`src/hdl/phh_pkg.sv`:
```
// Shared types, constants and register map of the pixel hit histogram unit.
`default_nettype none
package phh_pkg;

    localparam int DEF_MAX_COLS   = 8;
    localparam int DEF_MAX_ROWS   = 8;
    localparam int DEF_COUNT_BITS = 24;

    localparam int FIFO_DEPTH = 4;
    localparam int OFF_BITS   = 17;
    localparam int CFG_IDX_BITS = 4;
    localparam int CFG_DATA_BITS = 16;

    localparam logic [CFG_IDX_BITS-1:0] REG_NUM_COLUMNS   = 4'd0;
    localparam logic [CFG_IDX_BITS-1:0] REG_NUM_ROWS      = 4'd1;
    localparam logic [CFG_IDX_BITS-1:0] REG_GAP_MODE      = 4'd2;
    localparam logic [CFG_IDX_BITS-1:0] REG_ACTIVE_WIDTH  = 4'd3;
    localparam logic [CFG_IDX_BITS-1:0] REG_ACTIVE_HEIGHT = 4'd4;
    localparam logic [CFG_IDX_BITS-1:0] REG_PIXEL_WIDTH   = 4'd5;
    localparam logic [CFG_IDX_BITS-1:0] REG_PIXEL_HEIGHT  = 4'd6;
    localparam logic [CFG_IDX_BITS-1:0] REG_GAP_THICKNESS = 4'd7;

    typedef enum logic [1:0] {
        CMD_CLEAR = 2'd0,
        CMD_HIT   = 2'd1,
        CMD_QUERY = 2'd2,
        CMD_NONE  = 2'd3
    } cmd_t;

    typedef struct packed {
        logic [3:0]  num_columns;
        logic [3:0]  num_rows;
        logic        gap_mode;
        logic [15:0] active_width;
        logic [15:0] active_height;
        logic [15:0] pixel_width;
        logic [15:0] pixel_height;
        logic [15:0] gap_thickness;
    } cfg_t;

    typedef struct packed {
        cmd_t                kind;
        logic                neg_x;
        logic                neg_y;
        logic [OFF_BITS-1:0] off_x;
        logic [OFF_BITS-1:0] off_y;
    } item_t;

    typedef struct packed {
        logic        hit_valid;
        logic [2:0]  hit_col;
        logic [2:0]  hit_row;
        logic [16:0] centroid_x;
        logic [16:0] centroid_y;
        logic        centroid_ok;
    } res_t;

endpackage
`default_nettype wire

```
`src/hdl/pixel_hit_histogram_centroid_unit.sv`:
```
// Top level of the pixel hit histogram and centroid unit.
//
//   channel  direction  handshake              payload
//   input    in         push / full            command, pos_x, pos_y
//   result   out        empty / pop            hit_valid, hit_col, hit_row,
//                                              centroid_x, centroid_y, centroid_ok
//   config   in         cfg_valid / cfg_ready  cfg_index, cfg_data
//
// Items are handled one at a time by the back end; a four-entry queue behind
// the input lets the source run ahead. An add hit runs the 17-step axis dividers
// and a store read-modify-write, skipped on a miss (rejected hits skip both);
// clear and unused codes go straight to the result (valid bits drop at once);
// a query walks the store, then runs the 17-step centroid dividers.
// Reset clears the histogram through its valid bits and restores the register
// defaults; no clearing pass is needed. A result waiting for pop holds the back
// end only when the next result is ready.
`default_nettype none
module pixel_hit_histogram_centroid_unit
    import phh_pkg::*;
#(
    parameter int MAX_COLS   = DEF_MAX_COLS,
    parameter int MAX_ROWS   = DEF_MAX_ROWS,
    parameter int COUNT_BITS = DEF_COUNT_BITS
) (
    input  wire logic                     clk,
    input  wire logic                     rst_n,
    input  wire logic                     push,
    output logic                          full,
    input  wire logic [1:0]               command,
    input  wire logic [15:0]              pos_x,
    input  wire logic [15:0]              pos_y,
    output logic                          empty,
    input  wire logic                     pop,
    output logic                          hit_valid,
    output logic [2:0]                    hit_col,
    output logic [2:0]                    hit_row,
    output logic [16:0]                   centroid_x,
    output logic [16:0]                   centroid_y,
    output logic                          centroid_ok,
    input  wire logic                     cfg_valid,
    output logic                          cfg_ready,
    input  wire logic [CFG_IDX_BITS-1:0]  cfg_index,
    input  wire logic [CFG_DATA_BITS-1:0] cfg_data
);
    cfg_t  cfg_reg, cfg_next;
    item_t item;
    logic  item_valid, item_pop;
    res_t  res;

    // registers take every write; the port never stalls
    assign cfg_ready = 1'b1;

    always_comb
    begin
        cfg_next = cfg_reg;
        if (cfg_valid)
        begin
            case (cfg_index)
                REG_NUM_COLUMNS:   cfg_next.num_columns   = cfg_data[3:0];
                REG_NUM_ROWS:      cfg_next.num_rows      = cfg_data[3:0];
                REG_GAP_MODE:      cfg_next.gap_mode      = cfg_data[0];
                REG_ACTIVE_WIDTH:  cfg_next.active_width  = cfg_data;
                REG_ACTIVE_HEIGHT: cfg_next.active_height = cfg_data;
                REG_PIXEL_WIDTH:   cfg_next.pixel_width   = cfg_data;
                REG_PIXEL_HEIGHT:  cfg_next.pixel_height  = cfg_data;
                REG_GAP_THICKNESS: cfg_next.gap_thickness = cfg_data;
                default:           cfg_next = cfg_reg;
            endcase
        end
    end

    always_ff @(posedge clk or negedge rst_n)
    begin
        if (!rst_n)
        begin
            cfg_reg.num_columns   <= 4'd8;
            cfg_reg.num_rows      <= 4'd8;
            cfg_reg.gap_mode      <= 1'b0;
            cfg_reg.active_width  <= 16'd3200;
            cfg_reg.active_height <= 16'd3200;
            cfg_reg.pixel_width   <= 16'd400;
            cfg_reg.pixel_height  <= 16'd400;
            cfg_reg.gap_thickness <= 16'd0;
        end
        else
        begin
            cfg_reg <= cfg_next;
        end
    end

    // decode and queue incoming items
    phh_front u_front (
        .clk(clk), .rst_n(rst_n), .push(push), .full(full),
        .command(command), .pos_x(pos_x), .pos_y(pos_y),
        .active_width(cfg_reg.active_width), .active_height(cfg_reg.active_height),
        .item_valid(item_valid), .item(item), .item_pop(item_pop)
    );

    // map, count, walk the store and hold the result for transfer
    phh_back #(
        .MAX_COLS(MAX_COLS), .MAX_ROWS(MAX_ROWS), .COUNT_BITS(COUNT_BITS)
    ) u_back (
        .clk(clk), .rst_n(rst_n), .cfg(cfg_reg),
        .item_valid(item_valid), .item(item), .item_pop(item_pop),
        .pop(pop), .res_empty(empty), .res(res)
    );

    assign hit_valid   = res.hit_valid;
    assign hit_col     = res.hit_col;
    assign hit_row     = res.hit_row;
    assign centroid_x  = res.centroid_x;
    assign centroid_y  = res.centroid_y;
    assign centroid_ok = res.centroid_ok;

endmodule
`default_nettype wire

```
`src/hdl/phh_front.sv`:
```
// Front end: decodes incoming items, offsets positions, and queues them.
`default_nettype none
module phh_front
    import phh_pkg::*;
(
    input  wire logic        clk,
    input  wire logic        rst_n,
    input  wire logic        push,
    output logic             full,
    input  wire logic [1:0]  command,
    input  wire logic [15:0] pos_x,
    input  wire logic [15:0] pos_y,
    input  wire logic [15:0] active_width,
    input  wire logic [15:0] active_height,
    output logic             item_valid,
    output item_t            item,
    input  wire logic        item_pop
);
    localparam int FP = (FIFO_DEPTH > 1) ? $clog2(FIFO_DEPTH) : 1;

    item_t        fifo_reg [FIFO_DEPTH];
    logic [FP-1:0] head_reg, head_next, tail_reg, tail_next;
    logic [FP:0]   count_reg, count_next;
    logic signed [18:0] sum_x, sum_y;
    item_t        in_item;
    logic         do_push, do_pop;

    // offset in half units: 2*pos + active
    assign sum_x = $signed({pos_x[15], pos_x[15], pos_x, 1'b0})
                 + $signed({3'b000, active_width});
    assign sum_y = $signed({pos_y[15], pos_y[15], pos_y, 1'b0})
                 + $signed({3'b000, active_height});

    always_comb
    begin
        in_item.kind  = cmd_t'(command);
        in_item.neg_x = sum_x[18];
        in_item.neg_y = sum_y[18];
        in_item.off_x = sum_x[OFF_BITS-1:0];
        in_item.off_y = sum_y[OFF_BITS-1:0];
    end

    assign full       = (count_reg == (FP+1)'(FIFO_DEPTH));
    assign item_valid = (count_reg != '0);
    assign item       = fifo_reg[head_reg];
    assign do_push    = push && !full;
    assign do_pop     = item_pop && item_valid;

    always_comb
    begin
        head_next  = do_pop ? head_reg + 1'b1 : head_reg;
        tail_next  = do_push ? tail_reg + 1'b1 : tail_reg;
        count_next = count_reg + (FP+1)'(do_push) - (FP+1)'(do_pop);
        if (FIFO_DEPTH != (1 << FP))
        begin
            if (do_pop && head_reg == FP'(FIFO_DEPTH-1))
            begin
                head_next = '0;
            end
            if (do_push && tail_reg == FP'(FIFO_DEPTH-1))
            begin
                tail_next = '0;
            end
        end
    end

    always_ff @(posedge clk or negedge rst_n)
    begin
        if (!rst_n)
        begin
            head_reg  <= '0;
            tail_reg  <= '0;
            count_reg <= '0;
        end
        else
        begin
            head_reg  <= head_next;
            tail_reg  <= tail_next;
            count_reg <= count_next;
        end
    end

    always_ff @(posedge clk)
    begin
        if (do_push)
        begin
            fifo_reg[tail_reg] <= in_item;
        end
    end

endmodule
`default_nettype wire

```
`src/hdl/phh_div.sv`:
```
// Restoring divider, one quotient bit per cycle.
`default_nettype none
module phh_div #(
    parameter int N = 17,
    parameter int M = 18,
    parameter int Q = 17
) (
    input  wire logic         clk,
    input  wire logic         rst_n,
    input  wire logic         start,
    input  wire logic [N-1:0] dividend,
    input  wire logic [M-1:0] divisor,
    output logic              done,
    output logic [Q-1:0]      quot,
    output logic [N-1:0]      rem
);
    localparam int SW = M + Q - 1;
    localparam int W  = (N > SW) ? N : SW;
    localparam int CB = $clog2(Q + 1);

    logic [W-1:0]  rem_reg, dsh_reg;
    logic [Q-1:0]  quot_reg;
    logic [CB-1:0] cnt_reg;
    logic          busy_reg, done_reg;
    logic          fits;

    assign fits = (dsh_reg <= rem_reg);
    assign done = done_reg;
    assign quot = quot_reg;
    assign rem  = rem_reg[N-1:0];

    always_ff @(posedge clk or negedge rst_n)
    begin
        if (!rst_n)
        begin
            busy_reg <= 1'b0;
            done_reg <= 1'b0;
            cnt_reg  <= '0;
        end
        else
        begin
            done_reg <= 1'b0;
            if (start)
            begin
                busy_reg <= 1'b1;
                cnt_reg  <= CB'(Q);
            end
            else if (busy_reg)
            begin
                cnt_reg <= cnt_reg - 1'b1;
                if (cnt_reg == CB'(1))
                begin
                    busy_reg <= 1'b0;
                    done_reg <= 1'b1;
                end
            end
        end
    end

    always_ff @(posedge clk)
    begin
        if (start)
        begin
            rem_reg  <= W'(dividend);
            dsh_reg  <= W'(divisor) << (Q - 1);
            quot_reg <= '0;
        end
        else if (busy_reg)
        begin
            if (fits)
            begin
                rem_reg <= rem_reg - dsh_reg;
            end
            quot_reg <= {quot_reg[Q-2:0], fits};
            dsh_reg  <= dsh_reg >> 1;
        end
    end

endmodule
`default_nettype wire

```
`src/hdl/phh_back.sv`:
```
// Back end: pixel mapping, histogram store, centroid sums and result register.
`default_nettype none
module phh_back
    import phh_pkg::*;
#(
    parameter int MAX_COLS   = DEF_MAX_COLS,
    parameter int MAX_ROWS   = DEF_MAX_ROWS,
    parameter int COUNT_BITS = DEF_COUNT_BITS
) (
    input  wire logic  clk,
    input  wire logic  rst_n,
    input  wire cfg_t  cfg,
    input  wire logic  item_valid,
    input  wire item_t item,
    output logic       item_pop,
    input  wire logic  pop,
    output logic       res_empty,
    output res_t       res
);
    localparam int DEPTH = MAX_COLS * MAX_ROWS;
    localparam int AW    = (DEPTH > 1) ? $clog2(DEPTH) : 1;
    localparam int CW    = (MAX_COLS > 1) ? $clog2(MAX_COLS) : 1;
    localparam int RW    = (MAX_ROWS > 1) ? $clog2(MAX_ROWS) : 1;
    localparam int SUM_W = COUNT_BITS + AW + 5;
    localparam int PW    = COUNT_BITS + 5;
    localparam logic [COUNT_BITS-1:0] COUNT_MAX = '1;

    typedef enum logic [7:0] {
        S_IDLE = 8'b0000_0001,
        S_AXIS = 8'b0000_0010,
        S_RD   = 8'b0000_0100,
        S_WR   = 8'b0000_1000,
        S_SUM  = 8'b0001_0000,
        S_MUL  = 8'b0010_0000,
        S_CDIV = 8'b0100_0000,
        S_EMIT = 8'b1000_0000
    } state_t;

    state_t state_reg, state_next;
    res_t   pend_reg, pend_next, res_reg, res_next;
    logic   res_full_reg, res_full_next;
    logic [CW-1:0] c_reg, c_next, pc_reg, pc_next;
    logic [RW-1:0] r_reg, r_next;
    logic   issue_reg, issue_next, pv_reg, pv_next;
    logic [4:0] pw_reg, pw_next;
    logic [SUM_W-1:0] tot_reg, tot_next, sx_reg, sx_next, sy_reg, sy_next;

    logic [COUNT_BITS-1:0] mem [DEPTH];
    logic [DEPTH-1:0]      vld_reg;
    logic [COUNT_BITS-1:0] rd_data_reg, cnt_val, wr_data;
    logic                  rd_vld_reg, rd_en, wr_en, clr;
    logic [AW-1:0]         addr;

    logic [4:0] cols, rows;
    logic [17:0] ax_div, ay_div;
    logic        start_ax, start_cd, reject;
    logic        ax_done, ay_done, cx_done, cy_done, ok_x, ok_y;
    logic [16:0] qx, qy, rx, ry, qcx, qcy;
    logic [SUM_W-1:0]    cd_x, cd_y;
    logic [PW-1:0]       px, py;

    assign cols = (5'(cfg.num_columns) > 5'(MAX_COLS)) ? 5'(MAX_COLS) : 5'(cfg.num_columns);
    assign rows = (5'(cfg.num_rows) > 5'(MAX_ROWS)) ? 5'(MAX_ROWS) : 5'(cfg.num_rows);

    // period in half units: 2*pixel, plus 2*gap in gap mode
    assign ax_div = cfg.gap_mode
        ? {(17'(cfg.pixel_width) + 17'(cfg.gap_thickness)), 1'b0}
        : {1'b0, cfg.pixel_width, 1'b0};
    assign ay_div = cfg.gap_mode
        ? {(17'(cfg.pixel_height) + 17'(cfg.gap_thickness)), 1'b0}
        : {1'b0, cfg.pixel_height, 1'b0};

    assign reject = item.neg_x || item.neg_y || (cfg.pixel_width == '0)
                 || (cfg.pixel_height == '0) || (cols == '0) || (rows == '0);

    phh_div #(.N(17), .M(18), .Q(17)) u_div_ax (
        .clk(clk), .rst_n(rst_n), .start(start_ax), .dividend(item.off_x),
        .divisor(ax_div), .done(ax_done), .quot(qx), .rem(rx)
    );
    phh_div #(.N(17), .M(18), .Q(17)) u_div_ay (
        .clk(clk), .rst_n(rst_n), .start(start_ax), .dividend(item.off_y),
        .divisor(ay_div), .done(ay_done), .quot(qy), .rem(ry)
    );

    assign cd_x = SUM_W'(tot_reg * SUM_W'(cols - 5'd1));
    assign cd_y = SUM_W'(tot_reg * SUM_W'(rows - 5'd1));

    phh_div #(.N(SUM_W + 16), .M(SUM_W), .Q(17)) u_div_cx (
        .clk(clk), .rst_n(rst_n), .start(start_cd), .dividend({sx_reg, 16'd0}),
        .divisor(cd_x), .done(cx_done), .quot(qcx), .rem()
    );
    phh_div #(.N(SUM_W + 16), .M(SUM_W), .Q(17)) u_div_cy (
        .clk(clk), .rst_n(rst_n), .start(start_cd), .dividend({sy_reg, 16'd0}),
        .divisor(cd_y), .done(cy_done), .quot(qcy), .rem()
    );

    // inside the pixel: open interval in gap mode, index below the used count
    assign ok_x = (qx < 17'(cols))
               && (!cfg.gap_mode || ((rx != '0) && (rx < {cfg.pixel_width, 1'b0})));
    assign ok_y = (qy < 17'(rows))
               && (!cfg.gap_mode || ((ry != '0) && (ry < {cfg.pixel_height, 1'b0})));

    assign addr    = AW'(AW'(c_reg) * AW'(MAX_ROWS)) + AW'(r_reg);
    assign cnt_val = rd_vld_reg ? rd_data_reg : '0;
    assign px      = PW'(cnt_val) * PW'(pc_reg);
    assign py      = PW'(cnt_val) * PW'(pw_reg);

    assign res_empty = !res_full_reg;
    assign res       = res_reg;

    always_comb
    begin
        state_next    = state_reg;
        pend_next     = pend_reg;
        res_next      = res_reg;
        res_full_next = res_full_reg && !pop;
        c_next        = c_reg;
        r_next        = r_reg;
        pc_next       = pc_reg;
        pw_next       = pw_reg;
        issue_next    = issue_reg;
        pv_next       = 1'b0;
        tot_next      = tot_reg;
        sx_next       = sx_reg;
        sy_next       = sy_reg;
        item_pop      = 1'b0;
        start_ax      = 1'b0;
        start_cd      = 1'b0;
        rd_en         = 1'b0;
        wr_en         = 1'b0;
        clr           = 1'b0;
        wr_data       = (cnt_val == COUNT_MAX) ? cnt_val : cnt_val + 1'b1;
        case (state_reg)
            S_IDLE:
            begin
                if (item_valid)
                begin
                    item_pop   = 1'b1;
                    pend_next  = '0;
                    state_next = S_EMIT;
                    case (item.kind)
                        CMD_CLEAR:
                        begin
                            clr = 1'b1;
                        end
                        CMD_HIT:
                        begin
                            if (!reject)
                            begin
                                start_ax   = 1'b1;
                                state_next = S_AXIS;
                            end
                        end
                        CMD_QUERY:
                        begin
                            if (cols != '0 && rows != '0)
                            begin
                                c_next     = '0;
                                r_next     = '0;
                                issue_next = 1'b1;
                                tot_next   = '0;
                                sx_next    = '0;
                                sy_next    = '0;
                                state_next = S_SUM;
                            end
                        end
                        default:
                        begin
                            pend_next = '0;
                        end
                    endcase
                end
            end
            S_AXIS:
            begin
                if (ax_done && ay_done)
                begin
                    if (ok_x && ok_y)
                    begin
                        c_next     = qx[CW-1:0];
                        r_next     = qy[RW-1:0];
                        state_next = S_RD;
                    end
                    else
                    begin
                        state_next = S_EMIT;
                    end
                end
            end
            S_RD:
            begin
                rd_en      = 1'b1;
                state_next = S_WR;
            end
            S_WR:
            begin
                wr_en               = 1'b1;
                pend_next.hit_valid = 1'b1;
                pend_next.hit_col   = 3'(c_reg);
                pend_next.hit_row   = 3'(r_reg);
                state_next          = S_EMIT;
            end
            S_SUM:
            begin
                if (issue_reg)
                begin
                    rd_en   = 1'b1;
                    pv_next = 1'b1;
                    pc_next = c_reg;
                    pw_next = rows - 5'd1 - 5'(r_reg);
                    if (5'(r_reg) == rows - 5'd1)
                    begin
                        r_next = '0;
                        if (5'(c_reg) == cols - 5'd1)
                        begin
                            issue_next = 1'b0;
                        end
                        else
                        begin
                            c_next = c_reg + 1'b1;
                        end
                    end
                    else
                    begin
                        r_next = r_reg + 1'b1;
                    end
                end
                if (pv_reg)
                begin
                    tot_next = tot_reg + SUM_W'(cnt_val);
                    sx_next  = sx_reg + SUM_W'(px);
                    sy_next  = sy_reg + SUM_W'(py);
                end
                if (!issue_reg && !pv_reg)
                begin
                    state_next = S_MUL;
                end
            end
            S_MUL:
            begin
                if (tot_reg != '0 && cols > 5'd1 && rows > 5'd1)
                begin
                    start_cd   = 1'b1;
                    state_next = S_CDIV;
                end
                else
                begin
                    state_next = S_EMIT;
                end
            end
            S_CDIV:
            begin
                if (cx_done && cy_done)
                begin
                    pend_next.centroid_x  = qcx;
                    pend_next.centroid_y  = qcy;
                    pend_next.centroid_ok = 1'b1;
                    state_next            = S_EMIT;
                end
            end
            S_EMIT:
            begin
                if (!res_full_reg || pop)
                begin
                    res_next      = pend_reg;
                    res_full_next = 1'b1;
                    state_next    = S_IDLE;
                end
            end
            default:
            begin
                state_next = S_IDLE;
            end
        endcase
    end

    always_ff @(posedge clk or negedge rst_n)
    begin
        if (!rst_n)
        begin
            state_reg    <= S_IDLE;
            res_full_reg <= 1'b0;
            issue_reg    <= 1'b0;
            pv_reg       <= 1'b0;
            vld_reg      <= '0;
        end
        else
        begin
            state_reg    <= state_next;
            res_full_reg <= res_full_next;
            issue_reg    <= issue_next;
            pv_reg       <= pv_next;
            if (clr)
            begin
                vld_reg <= '0;
            end
            else if (wr_en)
            begin
                vld_reg[addr] <= 1'b1;
            end
        end
    end

    always_ff @(posedge clk)
    begin
        pend_reg <= pend_next;
        res_reg  <= res_next;
        c_reg    <= c_next;
        r_reg    <= r_next;
        pc_reg   <= pc_next;
        pw_reg   <= pw_next;
        tot_reg  <= tot_next;
        sx_reg   <= sx_next;
        sy_reg   <= sy_next;
    end

    always_ff @(posedge clk)
    begin
        if (rd_en)
        begin
            rd_data_reg <= mem[addr];
            rd_vld_reg  <= vld_reg[addr];
        end
        if (wr_en)
        begin
            mem[addr] <= wr_data;
        end
    end

endmodule
`default_nettype wire

```
`config.mk`:
```
export PLATFORM = sky130hd
export DESIGN_NAME = pixel_hit_histogram_centroid_unit
export DESIGN_NICKNAME = d
export VERILOG_FILES = /design/src/hdl/phh_pkg.sv /design/src/hdl/pixel_hit_histogram_centroid_unit.sv /design/src/hdl/phh_front.sv /design/src/hdl/phh_div.sv /design/src/hdl/phh_back.sv
export SDC_FILE = /design/constraint.sdc
export NUM_CORES = 2
export LEC_CHECK = 0
export ABC_CLOCK_PERIOD_IN_PS = 7200
export BUFFER_PORTS_ARGS = -buffer_cell sky130_fd_sc_hd__buf_2
export CORE_MARGIN = 2
export CORE_UTILIZATION = 55
export DETAILED_ROUTE_END_ITERATION = 8
export HOLD_SLACK_MARGIN = 0.08
export PLACE_DENSITY_LB_ADDON = 0.1
export REMOVE_ABC_BUFFERS = 1
export SLEW_MARGIN = 20
export SYNTH_ARGS = -nofsm -noshare
export SYNTH_HDL_FRONTEND = slang
export SYNTH_HIERARCHICAL = 1
export SYNTH_SLANG_ARGS = --single-unit
```
`constraint.sdc`:
```
create_clock -name clk -period 7.2 [get_ports clk]
set_clock_uncertainty 0.15 [all_clocks]
set_input_delay 0.36 -clock clk [delete_from_list [all_inputs] [get_ports clk]]
set_output_delay 0.36 -clock clk [all_outputs]
set_load 0.03 [all_outputs]
```
==> run metrics <==
max-slew violations=0; Synth Instances=about 10000; fin crit share=92.12%; Avg Cell Area, Syn=12.28 µm²; Final Hold Slack=181.8 ps; WL final=370700 µm; total DRC errors in the routed layout=0; deepest clock path buffer count=4; worst path buffer plus inverter count=2; RSZ-0062 raised after global routing=false; first-pass GRT wire length=between 500000 and 600000 µm; sequential cell area fraction in the yosys report=56.85%; Tmin final=6633 ps; Final Hold Viols=0; I/O pin total=104; TritonRoute pass-1 iters=8; DR WL/cell=around 27 µm; DRT iter0 DRCs=just under 9000; ratio of cells with drive above 1 in the final layout=a little over a tenth; Detail Placement HPWL=around 240000 µm; arrival time at the worst endpoint=7130 ps; routed vias/inst=6.245; Post-DRT Antenna Nets=0; CP max stage cell=fa_1; grt ovf=0; clk sink count=~2500; Post-Syn Area=128600 µm²; CTS root buffer=clkbuf_16; worst slew pin tran=1160 ps; crit start category=flop; Max Fclk=150.8 MHz; CTS buffer count=288; PortBufs=about 100; # rows=approximately 180; final core occ=61.49%; Initial Util=55.32%; MaxCap Viol Count=0; global placer's final weighted congestion=0.9106; Post-CTS Setup Bufs=0; slew margin rel.=22.23%; Net count, final=11550; TritonCTS clock tree=built; width of the die=487.6 µm; Hold Crit Start=pos_x[10]; Top FF cell, synth=edfxtp_1; Sequential Area=73140 µm²; max reg flops=between 1500 and 2000; H-tree lvl count=5; Die Ht=around 490 µm; core area=~230000 µm²; leakage power=52.61 nW; Hold WC Path Type=primary input to flop; fillcell total=approximately 18000; worst skew pair latency=960 ps; Critical Path Most Common Cell=fa_1; worst slack at placement=612.2 ps; Vias=86790; antenna violations before repair=8; GRT Total Usage=30.99%; Hold EP=u_front/fifo_reg[1][28]$_DFFE_PP_; Worst R2R End=u_back/u_div_cx/dsh_reg[50]$_DFFE_PP_; reg-to-reg startpoint=cfg_reg[88]$_DFFE_PN1P_; synthesis-stage register bit count=2523; crit path max fanout=8; largest net degree at the start of global routing=153; Area Overhead vs Synth=11.17%; Critical Path RT=7700 ps; multi-input logic area=50580 µm²; Yosys cell types=approximately 120; Clk pin slew, worst setup/hold paths=around 60 ps; critical-path cell list=inv_1 -> nand2_1 -> ha_1 -> nand2_1 -> or2_2 -> fa_1 -> fa_1 -> fa_1 -> inv_1 -> ha_1 -> a21o_1 -> a21oi_2 -> o21ai_1 -> nand3b_1 -> a21oi_1 -> a2111oi_0 -> o21ai_1 -> and3_1 -> o22ai_2 -> o2111ai_1 -> a21oi_1 -> xnor2_1 -> and2_1; die area=around 240000 µm²; EDFF count, synth=roughly 2200; crit path kind=flop to flop; status=complete, no violations; Max VDD drop=383.7 µV; delay-heaviest family, CP=adder cells; YS warnings=6; PwrDens=approximately 420 nW/µm²; final setup margin=roughly 570 ps; R2R depth=23; Hold Path Stages=3; Reg2Reg Setup Slack=570 ps; crit path capture type=flop; Setup violations, final=0; Async S/R FF share, synth=7.887%; Largest stage delay, worst path=610 ps; vias in the first global route=about 86000
Yosys cell counts (36+ instances only):
cell type / instances / area [µm²]
edfxtp_1: 2158 / 64800
inv_1: 836 / 3138
nand2_1: 831 / 3119
a22oi_1: 682 / 5120
nor2_1: 569 / 2136
ha_1: 524 / 6556
o21ai_0: 417 / 2087
clkbuf_1: 411 / 1543
a21oi_1: 407 / 2037
fa_1: 337 / 6746
and2_1: 282 / 1764
xnor2_1: 225 / 1971
dfrtp_1: 184 / 4604
dfxtp_1: 166 / 3323
xor2_1: 146 / 1279
mux2i_1: 143 / 1431
nand3_1: 140 / 700.7
o21a_1: 121 / 908.4
a21o_1: 120 / 900.9
nor2b_1: 117 / 732.0
nand4_1: 106 / 663.1
a41oi_1: 101 / 884.6
and3_1: 101 / 631.9
nor3_1: 99 / 495.5
a31oi_1: 94 / 588.1
mux2_2: 94 / 1059
nor4_1: 80 / 500.5
a221oi_1: 72 / 630.6
nand2b_1: 68 / 425.4
a22o_1: 66 / 578.1
buf_1: 57 / 214.0
o21bai_1: 52 / 390.4
buf_4: 47 / 352.8
mux4_2: 38 / 855.8
or3_1: 36 / 225.2
area by class of cell:
| cell class | instances | share of cell area (%) |
|---|---|---|
| Antenna cell | 9 | 0.01575 |
| Clock buffer | 392 | 5.662 |
| Sequential cell | 2523 | 51.15 |
| Multi-Input combinational cell | 6582 | 35.37 |
| Timing Repair Buffer | 398 | 2.191 |
| Inverter | 840 | 2.205 |
| Tap cell | 3043 | 2.663 |
| Clock inverter | 110 | 0.7455 |
worst max path at each step:
stage	to	start	cells after the start	slack, ps
finish	u_back/u_div_cx/dsh_reg[50]$_DFFE_PP_	cfg_reg[88]$_DFFE_PN1P_	23	570
global route	u_back/u_div_cx/dsh_reg[50]$_DFFE_PP_	cfg_reg[88]$_DFFE_PN1P_	23	130
CTS	u_back/u_div_cx/dsh_reg[50]$_DFFE_PP_	cfg_reg[88]$_DFFE_PN1P_	23	600
detailed placement	u_back/u_div_cx/dsh_reg[50]$_DFFE_PP_	cfg_reg[88]$_DFFE_PN1P_	23	610
global placement	u_back/u_div_cx/dsh_reg[50]$_DFFE_PP_	cfg_reg[88]$_DFFE_PN1P_	23	650
floorplan	u_back/mem[12][0]$_DFFE_PP_	u_back/r_reg[0]$_DFFE_PP_	3	-7310
metal layers:
| layer | global-route usage, % | routed length [µm] |
|---|---|---|
| met1 | 42.37 | 151100 |
| met2 | 49.52 | 171400 |
| met3 | 5.519 | 32560 |
| met4 | 11.96 | 15550 |
| met5 | 0 | 33 |
where the power goes:
group	leakage, nW	total (mW)	internal [mW]	switching, mW
sequential	23.7	18.7	17.6	1.09
combinational	24.4	26.3	9.87	16.5
clock	4.48	14.3	8.54	5.78
total	52.6	59.3	36.0	23.3
per-stage QoR:
| stage | setup TNS, ps | cell area [µm²] | cells | power, mW |
|---|---|---|---|---|
| CTS | 0 | 143000 | 13890 | 59.39 |
| floorplan | -9258940 | 126200 | 9945 | 37.00 |
| global placement | 0 | 133100 | 13320 | 44.56 |
| global route | 0 | 143000 | 13890 | 62.80 |
| finish | 0 | 143000 | 13900 | 59.35 |
| detailed placement | 0 | 133100 | 13320 | 44.93 |
cell usage in the layout, fill, tap and decap left out, types with 52 or more instances in the layout:
cell type and n:
clkbuf_16 303, dfxtp_1 166, dlygate4sd3_1 68, nor4_1 69, xnor2_1 210, dfrtp_1 177
a21oi_1 407, buf_4 211, a31oi_1 92, buf_2 101, o21bai_1 52, ha_1 524
edfxtp_1 2158, inv_1 836, fa_1 337, xor2_1 137, nor2_1 502, a221oi_1 72
nand3_1 140, nor2b_1 116, and3_1 98, a41oi_1 101, nand2b_1 68, o21ai_0 416
nor3_1 94, nand2_1 830, mux2i_1 143, clkbuf_1 71, o21a_1 121, a21o_1 119
a22oi_1 682, mux2_2 94, nand4_1 106, and2_1 277, nor2_2 67, a22o_1 66
worst min-delay path, delay by kind of cell:
family / cells / cell delay [ps]
adders and majority gates: 1 / 200
buffers and inverters: 1 / 110
xor gates and xnor gates: 1 / 280
repair_timing:
| item | in CTS | in global routing |
|---|---|---|
| endpoints found under the hold margin | 415 | 0 |
| hold buffers | 69 | 0 |
| setup endpoints to repair | 0 | 0 |
| gates resized for setup | 0 | 0 |
cell families (layout without fill, tap and decap cells):
group / Yosys count / count (layout) / synth area share [%]
adder cells (fa/ha/maj): 861 / 861 / 10.34
multiplexers: 276 / 276 / 2.610
XOR/XNOR: 371 / 371 / 2.526
AND/OR/NAND/NOR: 2581 / 2581 / 9.868
AO/OA/AOI/OAI: 2458 / 2458 / 13.36
buffers and inverters: 1406 / 1740 / 4.438
flip-flops: 2523 / 2523 / 56.85
other: 2 / 44 / 0.005838
(Power assumes the default switching activity.)
